<file path="src/hw/rtl/esuc_pkg.sv">
package esuc_pkg;

  typedef logic signed [63:0] epoch_t;
  typedef logic [5:0]         sixty_t;
  typedef logic [4:0]         hour_t;
  typedef logic [4:0]         mday_t;
  typedef logic [3:0]         month_t;
  typedef logic [13:0]        year_t;
  typedef logic [2:0]         wday_t;

  // First second past 9999-12-31 23:59:59, and the last one kept.
  localparam logic [62:0] TIME_LIMIT = 63'd253402300800;
  localparam logic [37:0] TIME_LAST  = 38'd253402300799;

  // 86400 = 128 * 675; days = (t >> 7) / 675
  localparam logic [9:0]  DAY_SLICE   = 10'd675;
  localparam logic [31:0] RECIP_675   = 32'd3257812231;   // ceil(2^41 / 675)

  // Day count since March 1 of year 0
  localparam logic [21:0] MARCH_OFFSET = 22'd719468;
  localparam logic [8:0]  YEAR_SCALE   = 9'd400;
  localparam logic [30:0] RECIP_146097 = 31'd1926630778;  // ceil(2^48 / 146097)

  localparam logic [13:0] RECIP_3600  = 14'd9321;         // (x >> 4) / 225, 2^21
  localparam logic [11:0] RECIP_100   = 12'd2622;         // (y >> 2) / 25, 2^16
  localparam logic [10:0] RECIP_60    = 11'd1093;         // (x >> 2) / 15, 2^14
  localparam logic [13:0] RECIP_MONTH = 14'd8570;         // 5 * 1714, 2^18

  localparam logic [16:0] SECS_PER_HOUR = 17'd3600;
  localparam logic [11:0] SECS_PER_MIN  = 12'd60;
  localparam logic [8:0]  DAYS_PER_YEAR = 9'd365;
  localparam logic [6:0]  YEARS_PER_CENTURY = 7'd100;
  localparam logic [9:0]  MONTH_BIAS    = 10'd31;
  localparam logic [8:0]  JAN_DAY_INDEX = 9'd306;         // day index of Jan 1 in a March year
  localparam logic [3:0]  MONTH_WRAP    = 4'd10;
  localparam logic [3:0]  MONTH_SHIFT   = 4'd2;
  localparam logic [22:0] EPOCH_WDAY    = 23'd4;          // 1970-01-01 was a Thursday

  // (v mod 7) using 8 = 1 mod 7: add octal digits, then fold.
  function automatic wday_t mod7(input logic [22:0] v);
    logic [23:0] ext;
    logic [5:0]  sum;
    logic [3:0]  fold;
    ext = {1'b0, v};
    sum = '0;
    for (int i = 0; i < 8; i++) begin
      sum = sum + 6'(ext[3*i +: 3]);
    end
    fold = 4'(sum[5:3]) + 4'(sum[2:0]);
    if (fold >= 4'd7) begin
      fold = fold - 4'd7;
    end
    if (fold >= 4'd7) begin
      fold = fold - 4'd7;
    end
    return fold[2:0];
  endfunction

  // 367 * mon / 12 - 30: first day index of each March-based month
  function automatic logic [8:0] month_start(input month_t mon);
    logic [8:0] s;
    unique case (mon)
      4'd1:    s = 9'd0;
      4'd2:    s = 9'd31;
      4'd3:    s = 9'd61;
      4'd4:    s = 9'd92;
      4'd5:    s = 9'd122;
      4'd6:    s = 9'd153;
      4'd7:    s = 9'd184;
      4'd8:    s = 9'd214;
      4'd9:    s = 9'd245;
      4'd10:   s = 9'd275;
      4'd11:   s = 9'd306;
      4'd12:   s = 9'd337;
      default: s = 9'd0;
    endcase
    return s;
  endfunction

endpackage

</file>
<file path="src/hw/rtl/esuc_stamp_if.sv">
interface esuc_stamp_if;
  import esuc_pkg::*;

  logic   valid;
  logic   ready;
  epoch_t epoch_seconds;

  modport source(output valid, output epoch_seconds, input ready);
  modport sink(input valid, input epoch_seconds, output ready);
endinterface

</file>
<file path="src/hw/rtl/esuc_cal_if.sv">
interface esuc_cal_if;
  import esuc_pkg::*;

  logic   valid;
  logic   ready;
  sixty_t second_of_minute;
  sixty_t minute_of_hour;
  hour_t  hour_of_day;
  mday_t  day_of_month;
  month_t month_number;
  year_t  year_number;
  wday_t  weekday;
  logic   clamped;

  modport source(
    output valid, input ready,
    output second_of_minute, output minute_of_hour, output hour_of_day,
    output day_of_month, output month_number, output year_number,
    output weekday, output clamped
  );
  modport sink(
    input valid, output ready,
    input second_of_minute, input minute_of_hour, input hour_of_day,
    input day_of_month, input month_number, input year_number,
    input weekday, input clamped
  );
endinterface

</file>
<file path="src/hw/rtl/epoch_seconds_to_utc_calendar_core.sv">
// Epoch seconds to UTC calendar fields.
//
// stamp (sink): one beat carries a signed 64-bit count of seconds since
//   1970-01-01 00:00:00 UTC. cal (source): one beat per stamp beat with
//   second, minute, hour, day of month, month, year, weekday (0 = Sunday)
//   and a clamped flag. Negative stamps read as the epoch, stamps past
//   9999-12-31 23:59:59 read as that instant; both raise clamped.
// Path: an accepted stamp beat is registered in stage 1, moves through
//   stages 2 to 8 in order, and the stage 8 result registers drive cal.
// Throughput: one beat per cycle while cal.ready is high, set by an 8-stage
//   pipeline that spreads the reciprocal divides (by 86400, 146097, 3600,
//   100, 60 and the month estimate) so that no stage chains two of them.
// Stall: each stage moves when it is empty or the next one moves, so bubbles
//   are squeezed out and stamp.ready stays high until all 8 stages hold a
//   beat while cal.ready is low. Beats are never dropped or duplicated.
// Reset (rst, synchronous, active high): all stage valids clear; the data
//   registers are not reset. No clearing pass, no configuration.
module epoch_seconds_to_utc_calendar_core (
  input  logic          clk,
  input  logic          rst,
  esuc_stamp_if.sink    stamp,
  esuc_cal_if.source    cal
);
  import esuc_pkg::*;

  // Stage valids and per-stage load enables
  logic [8:1] vld;
  logic [9:1] en;

  always_comb begin
    en[9] = cal.ready;
    for (int k = 8; k >= 1; k--) begin
      en[k] = !vld[k] || en[k+1];
    end
  end

  assign stamp.ready = en[1];

  always_ff @(posedge clk) begin
    if (rst) begin
      vld <= '0;
    end else begin
      if (en[1]) begin
        vld[1] <= stamp.valid;
      end
      for (int k = 2; k <= 8; k++) begin
        if (en[k]) begin
          vld[k] <= vld[k-1];
        end
      end
    end
  end

  // ---- Stage 1: clamp to [0, last second of 9999] -----------------------
  logic        over_in;
  logic [37:0] t_in;
  logic [37:0] t_s1;
  logic        flag_s1;

  assign over_in = !stamp.epoch_seconds[63] && (stamp.epoch_seconds[62:0] >= TIME_LIMIT);

  always_comb begin
    if (stamp.epoch_seconds[63]) begin
      t_in = '0;
    end else if (over_in) begin
      t_in = TIME_LAST;
    end else begin
      t_in = stamp.epoch_seconds[37:0];
    end
  end

  always_ff @(posedge clk) begin
    if (en[1]) begin
      t_s1    <= t_in;
      flag_s1 <= stamp.epoch_seconds[63] | over_in;
    end
  end

  // ---- Stage 2: day number by reciprocal multiply ------------------------
  logic [62:0] day_prod;
  logic [21:0] days_s2;
  logic [30:0] hi_s2;
  logic [6:0]  lo_s2;
  logic        flag_s2;

  assign day_prod = 63'(t_s1[37:7]) * 63'(RECIP_675);

  always_ff @(posedge clk) begin
    if (en[2]) begin
      days_s2 <= day_prod[62:41];
      hi_s2   <= t_s1[37:7];
      lo_s2   <= t_s1[6:0];
      flag_s2 <= flag_s1;
    end
  end

  // ---- Stage 3: second of day, March-based day count, weekday ------------
  logic [30:0] day_base;
  logic [30:0] day_rem;
  logic [21:0] d_in;
  logic [16:0] secs_s3;
  logic [21:0] d_s3;
  logic [30:0] n_s3;
  wday_t       wday_s3;
  logic        flag_s3;

  assign day_base = 31'(days_s2) * 31'(DAY_SLICE);
  assign day_rem  = hi_s2 - day_base;
  assign d_in     = days_s2 + MARCH_OFFSET;

  always_ff @(posedge clk) begin
    if (en[3]) begin
      secs_s3 <= {day_rem[9:0], lo_s2};
      d_s3    <= d_in;
      n_s3    <= 31'(d_in + 22'd2) * 31'(YEAR_SCALE);
      wday_s3 <= mod7(23'(days_s2) + EPOCH_WDAY);
      flag_s3 <= flag_s2;
    end
  end

  // ---- Stage 4: year estimate, hour --------------------------------------
  logic [61:0] year_prod;
  logic [26:0] hour_prod;
  year_t       y_s4;
  hour_t       hour_s4;
  logic [16:0] secs_s4;
  logic [21:0] d_s4;
  wday_t       wday_s4;
  logic        flag_s4;

  assign year_prod = 62'(n_s3) * 62'(RECIP_146097);
  assign hour_prod = 27'(secs_s3[16:4]) * 27'(RECIP_3600);

  always_ff @(posedge clk) begin
    if (en[4]) begin
      y_s4    <= year_prod[61:48];
      hour_s4 <= hour_prod[25:21];
      secs_s4 <= secs_s3;
      d_s4    <= d_s3;
      wday_s4 <= wday_s3;
      flag_s4 <= flag_s3;
    end
  end

  // ---- Stage 5: centuries, seconds within the hour -----------------------
  logic [23:0] cent_prod;
  logic [16:0] hour_rem;
  year_t       y_s5;
  logic [6:0]  c_s5;
  logic [11:0] r_s5;
  logic [21:0] d_s5;
  hour_t       hour_s5;
  wday_t       wday_s5;
  logic        flag_s5;

  assign cent_prod = 24'(y_s4[13:2]) * 24'(RECIP_100);
  assign hour_rem  = secs_s4 - 17'(hour_s4) * SECS_PER_HOUR;

  always_ff @(posedge clk) begin
    if (en[5]) begin
      y_s5    <= y_s4;
      c_s5    <= cent_prod[22:16];
      r_s5    <= hour_rem[11:0];
      d_s5    <= d_s4;
      hour_s5 <= hour_s4;
      wday_s5 <= wday_s4;
      flag_s5 <= flag_s4;
    end
  end

  // ---- Stage 6: day of March year with one-year correction, minute -------
  logic [23:0] yday_raw;
  logic [23:0] yday_fix;
  logic        leap;
  logic [20:0] min_prod;
  logic [8:0]  yday_s6;
  year_t       year_s6;
  sixty_t      min_s6;
  logic [11:0] r_s6;
  hour_t       hour_s6;
  wday_t       wday_s6;
  logic        flag_s6;

  // Two's complement in 24 bits; bit 23 set means the estimate overshot.
  assign yday_raw = 24'(d_s5) - 24'(y_s5) * 24'(DAYS_PER_YEAR) - 24'(y_s5[13:2])
                  + 24'(c_s5) - 24'(c_s5[6:2]);
  assign leap     = (y_s5[1:0] == 2'd0)
                  && ((y_s5 != 14'(c_s5) * 14'(YEARS_PER_CENTURY)) || (c_s5[1:0] == 2'd0));
  assign yday_fix = yday_raw + 24'(DAYS_PER_YEAR) + 24'(leap);
  assign min_prod = 21'(r_s5[11:2]) * 21'(RECIP_60);

  always_ff @(posedge clk) begin
    if (en[6]) begin
      yday_s6 <= yday_raw[23] ? yday_fix[8:0] : yday_raw[8:0];
      year_s6 <= yday_raw[23] ? (y_s5 - 14'd1) : y_s5;
      min_s6  <= min_prod[19:14];
      r_s6    <= r_s5;
      hour_s6 <= hour_s5;
      wday_s6 <= wday_s5;
      flag_s6 <= flag_s5;
    end
  end

  // ---- Stage 7: March-based month, second --------------------------------
  logic [21:0] mon_prod;
  logic [11:0] sec_rem;
  month_t      mon_s7;
  logic [8:0]  yday_s7;
  year_t       year_s7;
  sixty_t      sec_s7;
  sixty_t      min_s7;
  hour_t       hour_s7;
  wday_t       wday_s7;
  logic        flag_s7;

  assign mon_prod = 22'(10'(yday_s6) + MONTH_BIAS) * 22'(RECIP_MONTH);
  assign sec_rem  = r_s6 - 12'(min_s6) * SECS_PER_MIN;

  always_ff @(posedge clk) begin
    if (en[7]) begin
      mon_s7  <= mon_prod[21:18];
      yday_s7 <= yday_s6;
      year_s7 <= year_s6;
      sec_s7  <= sec_rem[5:0];
      min_s7  <= min_s6;
      hour_s7 <= hour_s6;
      wday_s7 <= wday_s6;
      flag_s7 <= flag_s6;
    end
  end

  // ---- Stage 8: day of month, shift to January-based month (result reg) --
  logic [8:0] mday_full;
  logic       past_jan;

  assign mday_full = yday_s7 - month_start(mon_s7) + 9'd1;
  assign past_jan  = (yday_s7 >= JAN_DAY_INDEX);

  sixty_t sec_q;
  sixty_t min_q;
  hour_t  hour_q;
  mday_t  mday_q;
  month_t mon_q;
  year_t  year_q;
  wday_t  wday_q;
  logic   flag_q;

  always_ff @(posedge clk) begin
    if (en[8]) begin
      sec_q  <= sec_s7;
      min_q  <= min_s7;
      hour_q <= hour_s7;
      mday_q <= mday_full[4:0];
      mon_q  <= past_jan ? (mon_s7 - MONTH_WRAP) : (mon_s7 + MONTH_SHIFT);
      year_q <= past_jan ? (year_s7 + 14'd1) : year_s7;
      wday_q <= wday_s7;
      flag_q <= flag_s7;
    end
  end

  assign cal.valid            = vld[8];
  assign cal.second_of_minute = sec_q;
  assign cal.minute_of_hour   = min_q;
  assign cal.hour_of_day      = hour_q;
  assign cal.day_of_month     = mday_q;
  assign cal.month_number     = mon_q;
  assign cal.year_number      = year_q;
  assign cal.weekday          = wday_q;
  assign cal.clamped          = flag_q;

  // ---- Checks -------------------------------------------------------------
  // Occupancy tracks beats in minus beats out.
  a_occupancy_in : assert property (@(posedge clk) disable iff (rst)
    (stamp.valid && stamp.ready && !(cal.valid && cal.ready))
    |=> ($countones(vld) == $past($countones(vld)) + 1))
    else $error("pipeline occupancy did not grow on an input beat");

  a_occupancy_out : assert property (@(posedge clk) disable iff (rst)
    (!(stamp.valid && stamp.ready) && cal.valid && cal.ready)
    |=> ($countones(vld) + 1 == $past($countones(vld))))
    else $error("pipeline occupancy did not shrink on an output beat");

  // Input is only refused when every stage is full and the sink stalls.
  a_ready_full : assert property (@(posedge clk) disable iff (rst)
    !stamp.ready |-> ((&vld) && !cal.ready))
    else $error("input refused with room in the pipeline");

  // Month, day of month, weekday and year of a delivered beat are in range.
  a_fields : assert property (@(posedge clk) disable iff (rst)
    cal.valid |-> (cal.month_number >= 4'd1 && cal.month_number <= 4'd12
                   && cal.day_of_month >= 5'd1 && cal.weekday <= 3'd6
                   && cal.year_number >= 14'd1970 && cal.year_number <= 14'd9999))
    else $error("calendar field out of range");

endmodule
</file>
<file path="src/flat_wrapper.sv">
// flat-port wrapper written by rule: the top's interface ports become plain ports
module epoch_seconds_to_utc_calendar_core_flat import esuc_pkg::*;
  (clk, rst, stamp_valid, stamp_epoch_seconds, stamp_ready, cal_valid, cal_ready, cal_second_of_minute, cal_minute_of_hour, cal_hour_of_day, cal_day_of_month, cal_month_number, cal_year_number, cal_weekday, cal_clamped);
  esuc_stamp_if stamp_i ();
  esuc_cal_if cal_i ();
  input  logic clk;
  input  logic rst;
  input wire logic [$bits(stamp_i.valid)-1:0] stamp_valid;
  input wire logic [$bits(stamp_i.epoch_seconds)-1:0] stamp_epoch_seconds;
  output wire logic [$bits(stamp_i.ready)-1:0] stamp_ready;
  output wire logic [$bits(cal_i.valid)-1:0] cal_valid;
  input wire logic [$bits(cal_i.ready)-1:0] cal_ready;
  output wire logic [$bits(cal_i.second_of_minute)-1:0] cal_second_of_minute;
  output wire logic [$bits(cal_i.minute_of_hour)-1:0] cal_minute_of_hour;
  output wire logic [$bits(cal_i.hour_of_day)-1:0] cal_hour_of_day;
  output wire logic [$bits(cal_i.day_of_month)-1:0] cal_day_of_month;
  output wire logic [$bits(cal_i.month_number)-1:0] cal_month_number;
  output wire logic [$bits(cal_i.year_number)-1:0] cal_year_number;
  output wire logic [$bits(cal_i.weekday)-1:0] cal_weekday;
  output wire logic [$bits(cal_i.clamped)-1:0] cal_clamped;
  assign stamp_i.valid = stamp_valid;
  assign stamp_i.epoch_seconds = stamp_epoch_seconds;
  assign stamp_ready = stamp_i.ready;
  assign cal_valid = cal_i.valid;
  assign cal_i.ready = cal_ready;
  assign cal_second_of_minute = cal_i.second_of_minute;
  assign cal_minute_of_hour = cal_i.minute_of_hour;
  assign cal_hour_of_day = cal_i.hour_of_day;
  assign cal_day_of_month = cal_i.day_of_month;
  assign cal_month_number = cal_i.month_number;
  assign cal_year_number = cal_i.year_number;
  assign cal_weekday = cal_i.weekday;
  assign cal_clamped = cal_i.clamped;
  epoch_seconds_to_utc_calendar_core u_core (.clk(clk), .rst(rst), .stamp(stamp_i), .cal(cal_i));
endmodule
</file>
<file path="config.mk">
export PLATFORM = sky130hd
export DESIGN_NAME = epoch_seconds_to_utc_calendar_core_flat
export DESIGN_NICKNAME = d
export VERILOG_FILES = /design/src/hw/rtl/esuc_pkg.sv /design/src/hw/rtl/esuc_stamp_if.sv /design/src/hw/rtl/esuc_cal_if.sv /design/src/hw/rtl/epoch_seconds_to_utc_calendar_core.sv /design/src/flat_wrapper.sv
export SDC_FILE = /design/constraint.sdc
export NUM_CORES = 2
export LEC_CHECK = 0
export ABC_AREA = 1
export BUFFER_PORTS_ARGS = -buffer_cell sky130_fd_sc_hd__buf_2
export CAP_MARGIN = 20
export CORE_AREA = 3 3 435 437
export DETAILED_ROUTE_END_ITERATION = 8
export DIE_AREA = 0 0 438 440
export MAX_ROUTING_LAYER = met4
export PLACE_DENSITY_LB_ADDON = 0.1
export SETUP_SLACK_MARGIN = 0.15
export SYNTH_ARGS = -nofsm -noshare
export SYNTH_HDL_FRONTEND = slang
export SYNTH_SLANG_ARGS = --single-unit
</file>
<file path="constraint.sdc">
create_clock -name clk -period 16.23 [get_ports clk]
set_clock_uncertainty 0.05 [all_clocks]
set_input_delay 3.246 -clock clk [delete_from_list [all_inputs] [get_ports clk]]
set_output_delay 3.246 -clock clk [all_outputs]
set_load 0.03 [all_outputs]
</file>
==> qor_table.md <==
| Metric | Reported |
| --- | --- |
| First-pass DRT Iterations | 6 |
| Final HPWL DP | 155 mm |
| Aggregate global routing overflow | 0 |
| Number of hold-repair buffers added at the cts stage | 0 |
| Post-synthesis average cell area | 9.64 um2 |
| Critical path, cell by cell | buf_2 > nor2_1 > inv_2 > nor2_1 > inv_2 > nor2_1 > inv_2 > nor2_1 > clkinv_2 > nor2_1 > inv_2 > nor2_1 > clkinv_2 > nor2_1 > nand2_2 > buf_4 > buf_2 |
| Final WL | 176 mm |
| Vias | 42,500 |
| Biggest fanout along the worst timing path | 41 |
| CP max stage cell | sky130_fd_sc_hd__nor2_1 |
| Synthesized instance count | 6,553 |
| Final slew viol count | 0 |
| Setup fix buffers added after clock tree synthesis | 0 |
| Inserted Clock Buffers | 53 |
| Commonest cells after routing, fill and taps aside | sky130_fd_sc_hd__inv_1 (1,890), sky130_fd_sc_hd__ha_1 (1,251), sky130_fd_sc_hd__fa_1 (852) |
| First-pass GRT wire length | 274 mm |
| Clock Path Buffers | 3 |
| Maximum number of pins on one net before global-route repair | 67 |
| Count of nets left with antenna violations after detail routing | 0 |
| Number of setup violations in the final report | 0 |
| Share of synthesized flip-flops with an asynchronous set or reset | 0% |
| Count of synthesis-stage warnings from yosys | 0 |
| Kind of launch point of the worst setup path | input pin |
| Number of hold-slack violations in the final timing report | 0 |
| Peak clock frequency supported by timing | 100 MHz |
| Initial antenna violation count | 0 |
| Commonest non-fill, non-tap cell in the layout | sky130_fd_sc_hd__inv_1 |
| Floorplan die height | 440 um |
| Minimum setup slack after placement | 6200 ps |
| Arrival time at the worst endpoint | 6700 ps |
| Netlist area before placement | 0.0631 mm2 |
| Initial cell density of the core | 34.1% |
| Share of final-layout standard cells stronger than drive strength 1 | 4.10% |
| Util after Layout | 37.0% |
| Cell with the most instances on the worst path | sky130_fd_sc_hd__nor2_1 |
| Number of enable-type register cells in the synthesized netlist | 405 |
| Clock slew at reported path FFs | 60 ps |
| Minimum clock period after layout | 10000 ps |
| # clock sinks | 418 |
| Setup CP Type | input pin to output pin |
| Net count of the mapped netlist | 8,724 |
| Sequential element share of the synthesized area | 19.7% |
| Number of vias per cell | 4.60 |
| FF+latch count, synth | 418 |
| Distinct cell type count of the synthesized netlist | 55 |
| Vias in the first global route | 46,400 |
| Reg area | 0.0124 mm2 |
| Area Overhead vs Synth | 8.63% |
| Required time of the worst setup path | 12,930 ps |
| Post-route worst hold slack | 367 ps |
| CTS H-tree lvls | 2 |
| Final worst-path cycle share | 61.6% |
| Status | finished, final reports clean |
| Number of cell rows | 158 |
| Top flip-flop cell by instance count after synthesis | sky130_fd_sc_hd__edfxtp_1 |
| First DRT Iteration DRCs | 1,922 |
| Routed length per instance | 19.0 um |
| Worst stage delay on the critical path | 420 ps |
| Total negative setup slack | 0 ps |
| Clock Latency Late Sink | 660 ps |
| Cells resized by post-CTS repair | 0 |
| Core Footprint | 0.185 mm2 |
| Clock tree from TritonCTS | done |
| # Max-Cap Violations | 0 |
| Die width | 438 um |
| Relative slew margins | 34.9% |
| RSZ-0062 raised after global routing | no |
| Hold WC Path Type | flip-flop to flip-flop |
| Post-route DRC violation count | 0 |
| Number of fillers in the final layout | 19,100 |
| Number of top-level design ports | 114 |
| Setup slack after layout | 6230 ps |
| Overall routing resource usage | 19.3% |
| Slew at the pin closest to its max-slew limit | 977 ps |
| Kind of end point of the critical path | output pin |
| Area used by multi-input combinational logic | 0.0435 mm2 |
| Clock tree root driver cell | sky130_fd_sc_hd__clkbuf_16 |
| Port Buffers | 113 |
| Count of nets after finishing | 8,891 |
| Die footprint | 0.193 mm2 |
| GP Congestion | 0.908 |
## Yosys cell counts (all sizes together), types with 55 or more instances
library cell	n	area share, %
nor2	344	2.1
a21oi	282	2.2
nor3	60	0.53
edfxtp	405	19
nand2	636	3.8
nand4	55	0.56
xor2	139	2.0
ha	1251	25
xnor2	63	0.89
o21ai	188	1.5
inv	1905	11
fa	852	27
nand3	151	1.2
## cell type report
| cell class | instances | share of cell area, % |
|---|---|---|
| repair buffers | 125 | 0.956 |
| multi-input cells | 4215 | 63.4 |
| clock inverters | 39 | 0.573 |
| clock buffers | 60 | 1.97 |
| diodes | 1 | 0.00365 |
| inverters | 1907 | 10.4 |
| flip-flops and latches | 418 | 18.1 |
| well taps | 2480 | 4.52 |
## worst max-delay path: cells and delay by family
| kind | cells | cell delay (ps) |
|---|---|---|
| buf+inv | 9 | 1800 |
| simple gates | 8 | 1550 |
## worst paths after layout
path / start / end / slack [ps] / cells past startpoint
min reg2reg: u_core.sec_s7[2] / u_core.cal.second_of_minute[2] / 370 / 0
min: u_core.sec_s7[2] / u_core.cal.second_of_minute[2] / 370 / 0
max: cal_ready / stamp_ready / 6230 / 17
max reg2reg: u_core.days_s2[3] / u_core.wday_s3[1] / 8880 / 30
## logic make-up (layout without fill, tap and decap cells)
family / count (synthesis) / after routing / synth area share, %
compound gates: 617 / 617 / 5.48
xor+xnor: 202 / 202 / 2.84
fa+ha+maj: 2103 / 2103 / 51.8
buf+inv: 1920 / 2131 / 11.4
flops: 418 / 418 / 19.7
mux: 1 / 1 / 0.0178
other cells: 0 / 1 / 0
simple gates: 1292 / 1292 / 8.76
## flip-flops by register name, summed over array words and instances, names as in the netlist, 8 cells and up, named ones only
signal	cells
u_core.year_s6	14
u_core.vld	8
u_core.n_s3	26
u_core.d_s5	22
u_core.y_s4	14
u_core.t_s1	38
u_core.hi_s2	10
u_core.d_s4	22
u_core.r_s5	12
u_core.yday_s6	9
u_core.cal.year_number	14
u_core.secs_s4	12
u_core.d_s3	22
u_core.y_s5	14
u_core.secs_s3	17
u_core.yday_s7	9
u_core.year_s7	14
u_core.days_s2	22
## metrics by stage
stage | std cells | area [um2]
finish | 9245 | 68600
detailed placement | 9145 | 66900
global placement | 9145 | 66900
CTS | 9244 | 68600
floorplan | 6553 | 63100
global route | 9244 | 68600
## routing by layer
metal | wire length (um) | GRT usage [%] | vias to the layer above | part of all wire [%]
met2 | 86700 | 33.1 | 598 | 49
met1 | 77900 | 24.0 | 20800 | 44
met4 | 5810 | 5.69 | 0 | 3.3
met3 | 5320 | 2.10 | 225 | 3.0
met5 | 0 | - | - | 0
li1 | - | - | 20900 | -
Power is left out: the tool's default activity adds up to more than one toggle a clock period on the data nets, which glitch-free logic cannot reach.
